$ cat config.mk
export PLATFORM = sky130hd
export DESIGN_NAME = cell_voltage_frame_stats_core
export DESIGN_NICKNAME = d
export VERILOG_FILES = /design/src/rtl/cvfs_pkg.sv /design/src/rtl/cvfs_store.sv /design/src/rtl/cvfs_stats.sv /design/src/rtl/cell_voltage_frame_stats_core.sv
export SDC_FILE = /design/constraint.sdc
export NUM_CORES = 2
export LEC_CHECK = 0
export BUFFER_PORTS_ARGS = -buffer_cell sky130_fd_sc_hd__clkbuf_2
export CAP_MARGIN = 20
export CORE_MARGIN = 1
export CORE_UTILIZATION = 30
export DETAILED_ROUTE_END_ITERATION = 6
export SLEW_MARGIN = 40
export SYNTH_ARGS = -nofsm -noshare
export SYNTH_HDL_FRONTEND = slang
export SYNTH_SLANG_ARGS = --single-unit
export TNS_END_PERCENT = 1
$ cat constraint.sdc
create_clock -name clk -period 6.9 [get_ports clk]
set_input_delay 0.69 -clock clk [delete_from_list [all_inputs] [get_ports clk]]
set_output_delay 0.69 -clock clk [all_outputs]
set_load 0.01 [all_outputs]
$ cat src/rtl/cvfs_pkg.sv
// Shared types and constants for the cell voltage frame statistics block.
// Used by every module of the block; depends on nothing else.
`timescale 1ns / 1ps
`default_nettype none

package cvfs_pkg;

	localparam int CHANNELS_PER_CHIP = 12;
	localparam int LAYOUT_REGS       = 5;
	localparam int LAYOUT_W          = 12;
	localparam int CHIP_W            = 3;
	localparam int CHAN_W            = 4;
	localparam int VOLT_W            = 16;
	localparam int TOTAL_W           = 22;
	localparam int CELL_W            = 6;
	localparam int PADDR_W           = 5;
	localparam int PDATA_W           = 32;
	localparam int REG_IDX_W         = 3;

	localparam logic [LAYOUT_W-1:0] LAYOUT_RESET  = 12'd12;
	localparam logic [VOLT_W-1:0]   NOT_CONVERTED = 16'hFFFF;
	localparam logic [CHAN_W-1:0]   LAST_CHANNEL  = 4'd11;

	typedef struct packed {
		logic [CHIP_W-1:0] chip_index;
		logic [CHAN_W-1:0] channel;
		logic [VOLT_W-1:0] raw_voltage;
		logic              group_check_error;
		logic              frame_last;
	} item_t;

	typedef struct packed {
		logic [TOTAL_W-1:0] total_voltage;
		logic [VOLT_W-1:0]  max_voltage;
		logic [VOLT_W-1:0]  min_voltage;
		logic [CELL_W-1:0]  max_cell;
		logic [CELL_W-1:0]  min_cell;
		logic               frame_accepted;
	} result_t;

	typedef struct packed {
		logic [TOTAL_W-1:0] total;
		logic [VOLT_W-1:0]  maxv;
		logic [VOLT_W-1:0]  minv;
		logic [CELL_W-1:0]  max_cell;
		logic [CELL_W-1:0]  min_cell;
	} stats_t;

	typedef enum logic [3:0] {
		ST_IDLE   = 4'b0001,
		ST_WALK   = 4'b0010,
		ST_FLUSH  = 4'b0100,
		ST_FINISH = 4'b1000
	} state_t;

	// A channel is a cell if it lies in the front block or in the rear block
	// that follows the skipped empty channels.
	function automatic logic channel_mapped(input logic [LAYOUT_W-1:0] layout,
			input logic [CHAN_W-1:0] ch);
		logic [5:0] front;
		logic [5:0] rear_lo;
		logic [5:0] rear_hi;
		logic [5:0] ch6;
		front   = {2'b00, layout[3:0]};
		rear_lo = front + {2'b00, layout[7:4]};
		rear_hi = rear_lo + {2'b00, layout[11:8]};
		ch6     = {2'b00, ch};
		return (ch6 < front) || ((ch6 >= rear_lo) && (ch6 < rear_hi));
	endfunction

endpackage

`default_nettype wire

$ cat src/rtl/cvfs_store.sv
// Staging and held reading memories with registered reads.
// Held entries carry valid bits so that unwritten cells read as zero.
// Depends on cvfs_pkg.
`timescale 1ns / 1ps
`default_nettype none

module cvfs_store #(
	parameter int DEPTH = 60,
	parameter int AW    = 6
) (
	input  wire logic                        clk,
	input  wire logic                        arst_n,
	input  wire logic                        stg_we,
	input  wire logic [AW-1:0]               stg_waddr,
	input  wire logic [cvfs_pkg::VOLT_W-1:0] stg_wdata,
	input  wire logic                        rd_en,
	input  wire logic [AW-1:0]               rd_addr,
	output logic      [cvfs_pkg::VOLT_W-1:0] stg_rdata,
	input  wire logic                        hld_we,
	input  wire logic [AW-1:0]               hld_waddr,
	input  wire logic [cvfs_pkg::VOLT_W-1:0] hld_wdata,
	output logic      [cvfs_pkg::VOLT_W-1:0] hld_rdata
);

	logic [cvfs_pkg::VOLT_W-1:0] stg_mem [DEPTH];
	logic [cvfs_pkg::VOLT_W-1:0] hld_mem [DEPTH];
	logic [DEPTH-1:0]            hvalid_q;
	logic [cvfs_pkg::VOLT_W-1:0] stg_rd_q;
	logic [cvfs_pkg::VOLT_W-1:0] hld_rd_q;
	logic                        hvalid_rd_q;

	always_ff @(posedge clk) begin
		if (stg_we) begin
			stg_mem[stg_waddr] <= stg_wdata;
		end
		if (rd_en) begin
			stg_rd_q <= stg_mem[rd_addr];
		end
	end

	always_ff @(posedge clk) begin
		if (hld_we) begin
			hld_mem[hld_waddr] <= hld_wdata;
		end
		if (rd_en) begin
			hld_rd_q <= hld_mem[rd_addr];
		end
	end

	always_ff @(posedge clk or negedge arst_n) begin
		if (!arst_n) begin
			hvalid_q    <= '0;
			hvalid_rd_q <= 1'b0;
		end else begin
			if (hld_we) begin
				hvalid_q[hld_waddr] <= 1'b1;
			end
			if (rd_en) begin
				hvalid_rd_q <= hvalid_q[rd_addr];
			end
		end
	end

	assign stg_rdata = stg_rd_q;
	assign hld_rdata = hvalid_rd_q ? hld_rd_q : '0;

endmodule

`default_nettype wire

$ cat src/rtl/cvfs_stats.sv
// Shared accumulate and compare unit: one mapped cell per cycle updates
// the running total, maximum and minimum. Depends on cvfs_pkg.
`timescale 1ns / 1ps
`default_nettype none

module cvfs_stats (
	input  wire logic                        clk,
	input  wire logic                        arst_n,
	input  wire logic                        clear,
	input  wire logic                        en,
	input  wire logic [cvfs_pkg::VOLT_W-1:0] value,
	output cvfs_pkg::stats_t                 stats
);

	cvfs_pkg::stats_t              acc_q;
	logic [cvfs_pkg::CELL_W-1:0]   flat_q;

	always_ff @(posedge clk or negedge arst_n) begin
		if (!arst_n) begin
			acc_q  <= '0;
			flat_q <= '0;
		end else if (clear) begin
			acc_q  <= '0;
			flat_q <= '0;
		end else if (en) begin
			acc_q.total <= acc_q.total + {{(cvfs_pkg::TOTAL_W - cvfs_pkg::VOLT_W){1'b0}}, value};
			flat_q      <= flat_q + 1'b1;
			// The first mapped cell seeds both extremes at index zero.
			if (flat_q == '0) begin
				acc_q.maxv     <= value;
				acc_q.minv     <= value;
				acc_q.max_cell <= '0;
				acc_q.min_cell <= '0;
			end else begin
				if (value > acc_q.maxv) begin
					acc_q.maxv     <= value;
					acc_q.max_cell <= flat_q;
				end
				if (value < acc_q.minv) begin
					acc_q.minv     <= value;
					acc_q.min_cell <= flat_q;
				end
			end
		end
	end

	assign stats = acc_q;

endmodule

`default_nettype wire

$ cat src/rtl/cell_voltage_frame_stats_core.sv
// Cell voltage frame statistics: top level with sequencer and register port.
// Depends on cvfs_pkg, cvfs_store and cvfs_stats.
//
// Readings arrive on the item channel (item_valid / item_stall / item), one
// transfer per cycle while the block is idle. Each in-range reading is written
// to a staging memory. The transfer with frame_last set closes the frame: the
// sequencer then walks all CHIPS*12 cells, one per cycle through the shared
// accumulate/compare unit, committing staged readings to the held memory (when
// the frame had no checksum error) and folding mapped cells into the statistics.
// A last item keeps the block in the walk, flush and finish states before its
// result is loaded into the output register, the walk length being set by the
// single read port of the cell memories. item_stall is high from the walk until
// the result is loaded. The result leaves on the result channel
// (result_valid / result_stall / result) from a register; while the receiver
// stalls, the block still accepts the readings of the next frame, and holds
// at the end of the next walk until the register is free.
// Reset clears held readings to zero, layouts to 12 and the error flag. The
// layout registers sit on an APB-style port at byte address 4*i.
`timescale 1ns / 1ps
`default_nettype none

module cell_voltage_frame_stats_core #(
	parameter int CHIPS = 5
) (
	input  wire logic                         clk,
	input  wire logic                         arst_n,
	input  wire logic                         item_valid,
	output logic                              item_stall,
	input  wire cvfs_pkg::item_t              item,
	output logic                              result_valid,
	input  wire logic                         result_stall,
	output cvfs_pkg::result_t                 result,
	input  wire logic                         psel,
	input  wire logic                         penable,
	input  wire logic                         pwrite,
	input  wire logic [cvfs_pkg::PADDR_W-1:0] paddr,
	input  wire logic [cvfs_pkg::PDATA_W-1:0] pwdata,
	output logic      [cvfs_pkg::PDATA_W-1:0] prdata,
	output logic                              pready
);

	localparam int CELLS = CHIPS * cvfs_pkg::CHANNELS_PER_CHIP;
	localparam int AW    = $clog2(CELLS);
	localparam logic [cvfs_pkg::CHIP_W-1:0] LAST_CHIP = cvfs_pkg::CHIP_W'(CHIPS - 1);

	logic [cvfs_pkg::LAYOUT_W-1:0] layout_q [cvfs_pkg::LAYOUT_REGS];
	logic [cvfs_pkg::REG_IDX_W-1:0] reg_idx;
	logic                          cfg_wr;

	cvfs_pkg::state_t              state_q;
	logic                          err_q;
	logic                          commit_q;
	logic [cvfs_pkg::CHIP_W-1:0]   chip_q;
	logic [cvfs_pkg::CHAN_W-1:0]   chan_q;
	logic [AW-1:0]                 addr_q;
	logic                          valid_s1;
	logic                          mapped_s1;
	logic [AW-1:0]                 addr_s1;
	cvfs_pkg::result_t             result_q;
	logic                          result_valid_q;

	logic                          accept;
	logic                          in_range;
	logic [5:0]                    stg_addr_full;
	logic                          walking;
	logic                          walk_done;
	logic                          load_result;
	logic                          stats_clear;
	logic [cvfs_pkg::VOLT_W-1:0]   stg_rdata;
	logic [cvfs_pkg::VOLT_W-1:0]   hld_rdata;
	logic                          take_staged;
	logic [cvfs_pkg::VOLT_W-1:0]   cell_value;
	logic                          hld_we;
	cvfs_pkg::stats_t              stats;

	// Register port.
	assign pready  = 1'b1;
	assign reg_idx = paddr[cvfs_pkg::PADDR_W-1:2];
	assign cfg_wr  = psel && penable && pwrite && pready;

	always_ff @(posedge clk or negedge arst_n) begin
		if (!arst_n) begin
			for (int i = 0; i < cvfs_pkg::LAYOUT_REGS; i++) begin
				layout_q[i] <= cvfs_pkg::LAYOUT_RESET;
			end
		end else if (cfg_wr && (reg_idx < cvfs_pkg::REG_IDX_W'(cvfs_pkg::LAYOUT_REGS))) begin
			layout_q[reg_idx] <= pwdata[cvfs_pkg::LAYOUT_W-1:0];
		end
	end

	always_comb begin
		prdata = '0;
		if (reg_idx < cvfs_pkg::REG_IDX_W'(cvfs_pkg::LAYOUT_REGS)) begin
			prdata = {{(cvfs_pkg::PDATA_W - cvfs_pkg::LAYOUT_W){1'b0}}, layout_q[reg_idx]};
		end
	end

	// Input side.
	assign item_stall    = (state_q != cvfs_pkg::ST_IDLE);
	assign accept        = item_valid && !item_stall;
	assign in_range      = (item.chip_index < cvfs_pkg::CHIP_W'(CHIPS))
			&& (item.channel < cvfs_pkg::CHAN_W'(cvfs_pkg::CHANNELS_PER_CHIP));
	// chip * 12 as two shifts.
	assign stg_addr_full = ({3'b000, item.chip_index} << 3) + ({3'b000, item.chip_index} << 2)
			+ {2'b00, item.channel};
	assign stats_clear   = accept && item.frame_last;

	assign walking   = (state_q == cvfs_pkg::ST_WALK);
	assign walk_done = walking && (chip_q == LAST_CHIP) && (chan_q == cvfs_pkg::LAST_CHANNEL);
	assign load_result = (state_q == cvfs_pkg::ST_FINISH) && (!result_valid_q || !result_stall);

	always_ff @(posedge clk or negedge arst_n) begin
		if (!arst_n) begin
			state_q  <= cvfs_pkg::ST_IDLE;
			err_q    <= 1'b0;
			commit_q <= 1'b0;
			chip_q   <= '0;
			chan_q   <= '0;
			addr_q   <= '0;
		end else begin
			unique case (state_q)
				cvfs_pkg::ST_IDLE: begin
					if (accept) begin
						if (item.frame_last) begin
							commit_q <= !(err_q || item.group_check_error);
							err_q    <= 1'b0;
							chip_q   <= '0;
							chan_q   <= '0;
							addr_q   <= '0;
							state_q  <= cvfs_pkg::ST_WALK;
						end else if (item.group_check_error) begin
							err_q <= 1'b1;
						end
					end
				end
				cvfs_pkg::ST_WALK: begin
					addr_q <= addr_q + 1'b1;
					if (chan_q == cvfs_pkg::LAST_CHANNEL) begin
						chan_q <= '0;
						chip_q <= chip_q + 1'b1;
					end else begin
						chan_q <= chan_q + 1'b1;
					end
					if (walk_done) begin
						state_q <= cvfs_pkg::ST_FLUSH;
					end
				end
				cvfs_pkg::ST_FLUSH: begin
					state_q <= cvfs_pkg::ST_FINISH;
				end
				cvfs_pkg::ST_FINISH: begin
					if (load_result) begin
						state_q <= cvfs_pkg::ST_IDLE;
					end
				end
				default: begin
					state_q <= cvfs_pkg::ST_IDLE;
				end
			endcase
		end
	end

	// Stage 1: the cell being read, in step with the registered memory data.
	always_ff @(posedge clk or negedge arst_n) begin
		if (!arst_n) begin
			valid_s1 <= 1'b0;
		end else begin
			valid_s1 <= walking;
		end
	end

	always_ff @(posedge clk) begin
		if (walking) begin
			addr_s1   <= addr_q;
			mapped_s1 <= cvfs_pkg::channel_mapped(layout_q[chip_q], chan_q);
		end
	end

	assign take_staged = commit_q && (stg_rdata != cvfs_pkg::NOT_CONVERTED);
	assign cell_value  = take_staged ? stg_rdata : hld_rdata;
	assign hld_we      = valid_s1 && take_staged;

	cvfs_store #(
		.DEPTH(CELLS),
		.AW   (AW)
	) u_store (
		.clk      (clk),
		.arst_n   (arst_n),
		.stg_we   (accept && in_range),
		.stg_waddr(stg_addr_full[AW-1:0]),
		.stg_wdata(item.raw_voltage),
		.rd_en    (walking),
		.rd_addr  (addr_q),
		.stg_rdata(stg_rdata),
		.hld_we   (hld_we),
		.hld_waddr(addr_s1),
		.hld_wdata(cell_value),
		.hld_rdata(hld_rdata)
	);

	cvfs_stats u_stats (
		.clk   (clk),
		.arst_n(arst_n),
		.clear (stats_clear),
		.en    (valid_s1 && mapped_s1),
		.value (cell_value),
		.stats (stats)
	);

	// Output register.
	always_ff @(posedge clk or negedge arst_n) begin
		if (!arst_n) begin
			result_valid_q <= 1'b0;
		end else if (load_result) begin
			result_valid_q <= 1'b1;
		end else if (!result_stall) begin
			result_valid_q <= 1'b0;
		end
	end

	always_ff @(posedge clk) begin
		if (load_result) begin
			result_q.total_voltage  <= stats.total;
			result_q.max_voltage    <= stats.maxv;
			result_q.min_voltage    <= stats.minv;
			result_q.max_cell       <= stats.max_cell;
			result_q.min_cell       <= stats.min_cell;
			result_q.frame_accepted <= commit_q;
		end
	end

	assign result_valid = result_valid_q;
	assign result       = result_q;

	// A new result only appears after the walk has finished.
	assert property (@(posedge clk) disable iff (!arst_n)
			$rose(result_valid_q) |-> $past(state_q == cvfs_pkg::ST_FINISH))
		else $error("result appeared without a finished walk");

	// Memory read data is only consumed for cells issued during the walk.
	assert property (@(posedge clk) disable iff (!arst_n)
			valid_s1 |-> $past(state_q == cvfs_pkg::ST_WALK))
		else $error("stage 1 valid outside the walk");

	// Held readings change only for a committed frame.
	assert property (@(posedge clk) disable iff (!arst_n)
			hld_we |-> commit_q)
		else $error("held reading written for an uncommitted frame");

	// No walk may overwrite a result that the receiver has not taken.
	assert property (@(posedge clk) disable iff (!arst_n)
			(result_valid_q && result_stall) |=> result_valid_q)
		else $error("pending result dropped");

endmodule

`default_nettype wire

== Word level (Yosys, flattened, before mapping) ==
Memory sizes are Yosys's and may differ from the RTL's. A register that Yosys moved wholly into a read port is not among the register bits.
Index checks and enable logic that the tools add are counted.

* Flip-flop bits (word level): 288
* Bits in latches: 0
* Bits in writable memories: 1920
* Memory bits (read-only): 0
* Output and inout port bits: 102
* Word-level logic and storage cells: 156
* Memories: 2

* $add $sub $neg: 9
* Multipliers: 0
* Div/mod/pow operators: 0
* Magnitude comparators: 14
* Equal/unequal tests: 14
* Shifts and indexed selects: 0
* Mux-type cells: 49
* Bitwise gates (word level): 3
* Reduce and logical (&&, ||, !) cells: 36

{| class="wikitable"
|+ Memory list
! name !! depth !! bits a word !! read ports !! clocked after memory_dff !! write ports !! RTL line !! text
|-
| u_store.hld_mem || 60 || 16 || 1 || 1 || 1 || cvfs_store.sv:26 || <nowiki>logic [cvfs_pkg::VOLT_W-1:0] hld_mem [DEPTH];</nowiki>
|-
| u_store.stg_mem || 60 || 16 || 1 || 1 || 1 || cvfs_store.sv:25 || <nowiki>logic [cvfs_pkg::VOLT_W-1:0] stg_mem [DEPTH];</nowiki>
|}

{| class="wikitable"
|+ Operators with widths
! cell !! number
|-
| 66-bit 2-to-1 mux || 2
|-
| 12-bit binary-select mux with 3-bit select || 2
|-
| 12-bit 2-to-1 mux || 6
|-
| 16-bit 2-to-1 mux || 4
|-
| 60-bit bitwise mux || 1
|-
| 60-bit OR || 1
|-
| 44-bit 2-to-1 mux || 1
|-
| 12-bit demux with 3-bit select || 1
|-
| 6-bit 2-to-1 mux || 6
|-
| 4-bit 2-to-1 mux || 7
|-
| 22-bit by 16-bit adder with 22-bit output || 1
|-
| 16-bit > comparator || 1
|-
| 1-bit logical AND || 16
|-
| 16-bit < comparator || 1
|-
| 16-bit inequality test (second input constant) || 1
|-
| 4-bit one-hot mux with 4 select lines || 1
|-
| 6-bit by 7-bit < comparator with 1-bit output (second input constant) || 2
|-
| 6-bit by 1-bit adder with 6-bit output (second input constant) || 2
|-
| 6-bit one-hot mux with 2 select lines || 1
|-
| 1-bit 2-to-1 mux || 10
|-
| 3-bit 2-to-1 mux || 3
|-
| 3-bit AND reduction || 3
|-
| 4-bit equality test (second input constant) || 2
|-
| 4-bit greater-or-equal comparator (second input constant) || 2
|-
| 32 further kinds || 48
|}

== Depth between registers and ports, before layout ==
* Depth in word-level cells: 9
* Mapped depth: 18
* Mapped depth without buffers: 16

== Hierarchy ==
Synthesis repeated with hierarchy kept, for this count alone.

* Cells, all modules: 4463
* Area, all modules: 89827.4 um2

{| class="wikitable"
|+ Modules (own cells, without submodules)
! module !! times used !! cells an instance !! area an instance (um2) !! seq. area each (um2)
|-
| cvfs_store || 1 || 3367 || 77334.2 || 60142.7
|-
| cell_voltage_frame_stats_core || 1 || 554 || 7412.1 || 4262.8
|-
| cvfs_stats || 1 || 542 || 5081.1 || 1801.7
|}

== Least setup slack after synthesis ==
OpenSTA, ideal clock, no wires.

* Path type: register to register
* Start point: register u_store.stg_rd_q (netlist bit u_store.stg_rdata[0]) (read register of u_store.stg_mem)
* End point: register u_stats.acc_q (netlist bit u_stats.stats[57])
* Setup time: 0.086 ns
* Data arrival time: 5.948 ns
* Path slack: 0.866 ns
* Cell stages (with the launch flop): 12
* Clock period less this slack: 6.034 ns
* Cell sequence: edfxtp_1 > nand4_1 > o41a_1 > clkbuf_1 > o21ai_0 > ha_1 > a211oi_1 > o21ai_0 > a31o_2 > a2111oi_0 > nor4_1 > nor3_1

* Longest elaborated chain between the ends: 6

{| class="wikitable"
|+ Ends and longest elaborated chain
! what !! RTL line !! text
|-
| from (decl) || cvfs_store.sv:28 || <nowiki>logic [cvfs_pkg::VOLT_W-1:0] stg_rd_q;</nowiki>
|-
| 16-bit inequality test || cell_voltage_frame_stats_core.sv:179 || <nowiki>assign take_staged = commit_q && (stg_rdata != cvfs_pkg::NOT_CONVERTED);</nowiki>
|-
| 1-bit logical AND || cell_voltage_frame_stats_core.sv:179 ||
|-
| 16-bit 2-to-1 mux || cell_voltage_frame_stats_core.sv:180 || <nowiki>assign cell_value = take_staged ? stg_rdata : hld_rdata;</nowiki>
|-
| named net cell_value (one bit) || cell_voltage_frame_stats_core.sv:72 || <nowiki>logic [cvfs_pkg::VOLT_W-1:0] cell_value;</nowiki>
|-
| 22-bit by 16-bit adder with 22-bit output || cvfs_stats.sv:26 || <nowiki>acc_q.total <= acc_q.total + {{(cvfs_pkg::TOTAL_W - cvfs_pkg::VOLT_W){1'b0}}, value};</nowiki>
|-
| 66-bit 2-to-1 mux || cvfs_stats.sv:25 || <nowiki>end else if (en) begin</nowiki>
|-
| 66-bit 2-to-1 mux || cvfs_stats.sv:22 || <nowiki>end else if (clear) begin</nowiki>
|-
| to (decl) || cvfs_stats.sv:15 || <nowiki>cvfs_pkg::stats_t acc_q;</nowiki>
|}

The timed path passes the listed nets, and every way through them passes these cells. The select of a mux whose other input is x is not followed.
A chain may end at the register's enable or synchronous reset.

== Worst setup path after layout ==
* Start point: register u_store.stg_rd_q (netlist bit u_store.stg_rdata[7]) (read register of u_store.stg_mem)
* End point: register u_stats.acc_q (netlist bit u_stats.stats[40])

* Elaborated cells on any way between the ends: 10

{| class="wikitable"
|+ RTL lines
! what !! RTL line !! text
|-
| 16-bit inequality test || cell_voltage_frame_stats_core.sv:179 ||
|-
| 1-bit logical AND || cell_voltage_frame_stats_core.sv:179 ||
|-
| 16-bit 2-to-1 mux || cell_voltage_frame_stats_core.sv:180 ||
|-
| named net cell_value (one bit) || cell_voltage_frame_stats_core.sv:72 ||
|-
| 16-bit > comparator || cvfs_stats.sv:35 || <nowiki>if (value > acc_q.maxv) begin</nowiki>
|-
| 3-bit nonzero test (no line) || -- ||
|-
| 2-bit AND reduction (no line) || -- ||
|}

The timed path passes the listed nets, and every way through them passes these cells. The select of a mux whose other input is x is not followed.

==> results.py <==
metrics = {
    "status": {
        "outcome": "complete, but fails checks",
        "violations": "design-rule violations",
    },
    "sta": {
        "min_period_over_period_pct": 70.8,
        "fin_worst_skew_ps": 62.3,
        "rsz0062_at_grt": "false",
        "fin_setup_tns_ps": 0,
        "worst_pin_slew_ps": 863,
        "hold_viol": 0,
        "period_minus_slack_ps": 4880,
        "slew_headroom_pct": 42.3,
        "maxSlewViolCount": 0,
        "max_freq_mhz": 205,
        "finalSetupViolCount": 0,
    },
    "clocking": {
        "h-tree-depth": 4,
        "path_clk_slew_ps": 60,
        "cts.sinks": 2240,
        "root_buffer": "clkbuf_16",
        "cts_tree": "done",
        "worstSkewPairLatency_ps": 860,
        "cts_buffer_depth": 4,
        "cts_buffers": 218,
        "cts_hold_buf": 1,
        "cts_setup_buffers": 0,
        "cts-resized-gates": 0,
    },
    "die": {
        "rows": 199,
        "die_area_sq_um": 298000,
        "die_y_um": 546,
        "ios": 171,
        "initial_core_util_pct": 30.2,
        "fp.coreArea_sq_um": 294000,
        "die_w_um": 546,
    },
    "global_route": {
        "met3_usage_pct": 2.80,
        "grt_first_pass_wirelength_um": 305000,
        "grt_usage_pct": 13.7,
        "antenna_found_initial": 4,
        "use_met1_pct": 19.4,
        "grt_util_met2_pct": 21.7,
        "overflow": 0,
        "grt_pass1_vias": 43906,
        "top_usage_layer": "met2",
        "grt_max_degree": 149,
    },
    "synth": {
        "yosys_most_used_dff": "edfxtp_1",
        "synth_xor_area_share_pct": 0.227,
        "yosys_warnings": 0,
        "yosysSeqAreaShare_pct": 74.5,
        "synth-async-reset-ratio_pct": 9.55,
        "yosysUniqueCellTypes": 72,
        "synthCells": 4304,
        "synthSimpleGateAreaFrac_pct": 2.85,
        "synth_top_family_by_area": "multiplexers",
        "synth_fa_ha_area_share_pct": 1.15,
        "muxShareOfSynthArea_pct": 17.4,
        "ys_ff_latch": 2240,
        "netlist_area_sq_um": 88900,
        "synth.avg_cell_area_sq_um": 20.6,
        "synth_compound_area_share_pct": 2.42,
        "synth_edf_count": 2026,
    },
    "setup_path": {
        "end_kind": "flip-flop",
        "required_ps": 7630,
        "r2r_start": "u_store.stg_rdata[7]$_DFFE_PP_",
        "critPathMaxFanout": 33,
        "rr_endpoint": "u_stats.stats[40]$_DFFE_PN0P_",
        "crit_start": "u_store.stg_rdata[7]$_DFFE_PP_",
        "ff2ff_setup_slack_ps": 2020,
        "r2r_cells": 12,
        "critical_path_class": "flip-flop to flip-flop",
        "crit_arrival_ps": 5610,
        "cp-start-kind": "flip-flop",
    },
    "power": {
        "p_per_area_nw_per_um2": 377,
        "swShare_pct": 29.8,
        "max-vdd-ir-drop_uv": 274,
        "intPower_w": 0.0270,
        "p_seq_share_pct": 43.5,
        "p_sw_w": 0.0115,
        "pwr-share-clk_pct": 30.2,
        "power_leakage_nw": 32.9,
        "power_w": 0.0386,
        "power_frac_comb_pct": 26.3,
    },
    "hold_path": {
        "min_from": "item[1]",
        "worstHoldEndpoint": "commit_q$_DFFE_PN0P_",
        "hold_path.class": "input port to flip-flop",
        "whs_path_depth": 2,
    },
    "finish": {
        "area_growth_pct": 15.2,
        "final_cell_mix": "edfxtp_1 (2026), mux4_2 (592), clkbuf_16 (220), nor2_1 (204), dfrtp_1 (198)",
        "final_common_cell": "edfxtp_1",
        "fillCellCount": 27294,
        "layout-drive-gt1-share_pct": 29.9,
        "nets": 4782,
        "final_core_util_pct": 34.8,
    },
    "routing": {
        "drtPass1Iterations": 7,
        "ant_nets": 0,
        "drt_iter0_drc": 4599,
        "routed_wl_um": 209000,
        "drcViolationCount": 46,
        "post_drt_wl_per_cell_um": 23.9,
        "via_per_inst": 4.93,
        "vias": 43060,
    },
    "placed_design": {
        "gp_congestion": 0.791,
        "dp_hpwl_um": 119000,
        "port_buffers": 127,
    },
    "job": {
        "maxCapViolations": 0,
    },
}
-- per-layer routing --
layer  routed length (um)  share of wire [%]  vias up
li1                     -                  -    18330
met1                90600                 43    23011
met2                98200                 47     1449
met3                15300                7.3      270
met4                 4900                2.3        0
met5                    0                  0        -
-- cells in the mapped netlist, types with 12 or more instances --
library cell  number  share of area [%]
edfxtp_1        2026                 68
mux4_2           592                 15
nor2_1           223               0.94
dfrtp_1          203                5.7
nand2_1          136               0.57
clkbuf_1         131               0.55
a21oi_1           99               0.56
mux2i_1           84               0.95
mux2_2            83                1.1
ha_1              73                1.0
buf_2             60               0.34
inv_1             59               0.25
o21ai_0           47               0.26
o211ai_1          40               0.34
a22oi_1           34               0.29
or2_2             33               0.23
o21bai_1          31               0.26
buf_1             26               0.11
nand3_1           26               0.15
and2_1            25               0.18
o22ai_1           24               0.17
buf_4             23               0.19
mux2_4            20               0.34
nand4_1           19               0.13
and3_1            12              0.084
nor4_1            12              0.084
xnor2_1           12               0.12
-- sequential cells by signal, indices dropped and copies added (netlist names), 3 cells and up --
name               flops
u_stats.stats         66
u_store.stg_rdata     16
u_store.hld_mem      960
u_store.hld_rd_q      16
chip_q                 3
chan_q                 4
state_q                4
u_store.stg_mem      960
u_stats.flat_q         6
result                67
addr_q                 6
addr_s1                6
layout_q              60
u_store.hvalid_q      60
-- worst max path at each step --
| stage | endpoint | cells after the start |
|---|---|---|
| final | u_stats.stats[40]$_DFFE_PN0P_ | 12 |
| after global routing | u_stats.stats[36]$_DFFE_PN0P_ | 12 |
| after detailed placement | u_stats.stats[43]$_DFFE_PN0P_ | 12 |
| after global placement | mapped_s1$_DFFE_PP_ | 14 |
| after CTS | u_stats.stats[10]$_DFFE_PN0P_ | 12 |
| after floorplan | u_stats.stats[57]$_DFFE_PN0P_ | 11 |
-- kinds of logic (layout without fill, tap and decap cells) --
group                    after synthesis  in the layout
AO/OA/AOI/OAI                        332            332
XOR/XNOR                              23             23
adder cells (fa/ha/maj)               79             79
buffers and inverters                302            785
flip-flops                          2240           2240
multiplexers                         780            780
other                                  2             26
AND/OR/NAND/NOR                      546            546
-- per-stage QoR --
| stage | instances | area [sq um] | worst slack (ps) | hold WS, ps |
|---|---|---|---|---|
| 3_5_place_dp | 8329 | 95400 | 1960 | 439 |
| 5_1_grt | 8725 | 102000 | 1700 | 59.0 |
| 3_3_place_gp | 8327 | 95300 | 1840 | 437 |
| 2_1_floorplan | 4323 | 88900 | 866 | 394 |
| 4_1_cts | 8721 | 102000 | 1980 | 36.1 |
| 6_report | 8730 | 102000 | 2020 | 95.8 |
-- critical path, stage by stage (launching register included) --
cell      delay, ps
edfxtp_1        360
nand4_1         120
o41a_4          770
o21ai_4         740
buf_4           410
ha_1            190
nand4_1         160
nor4_1          390
o21ai_0         140
o2111a_1        200
a211oi_4        530
buf_4           340
mux2_2          360
-- final cells by class --
| cell class | count | area (sq um) | area share [%] |
|---|---|---|---|
| well taps | 3919 | 4900 | 4.79 |
| multi-input cells | 1781 | 21700 | 21.2 |
| diodes | 5 | 12.5 | 0.0122 |
| repair buffers | 334 | 2440 | 2.39 |
| inverters | 60 | 225 | 0.220 |
| flip-flops and latches | 2240 | 66200 | 64.7 |
| clock inverters | 115 | 1080 | 1.06 |
| clock buffers | 276 | 5790 | 5.65 |
-- power groups by stage --
stage	Sequential [W]	Clock, W	Combinational (W)
5_1_grt	0.0168	0.0124	0.0109
3_3_place_gp	0.0171	0	0.00996
6_report	0.0168	0.0116	0.0101
4_1_cts	0.0168	0.0119	0.0102
3_5_place_dp	0.0171	0	0.0101
2_1_floorplan	0.0170	0	0.00668
(Power assumes the default switching activity.)
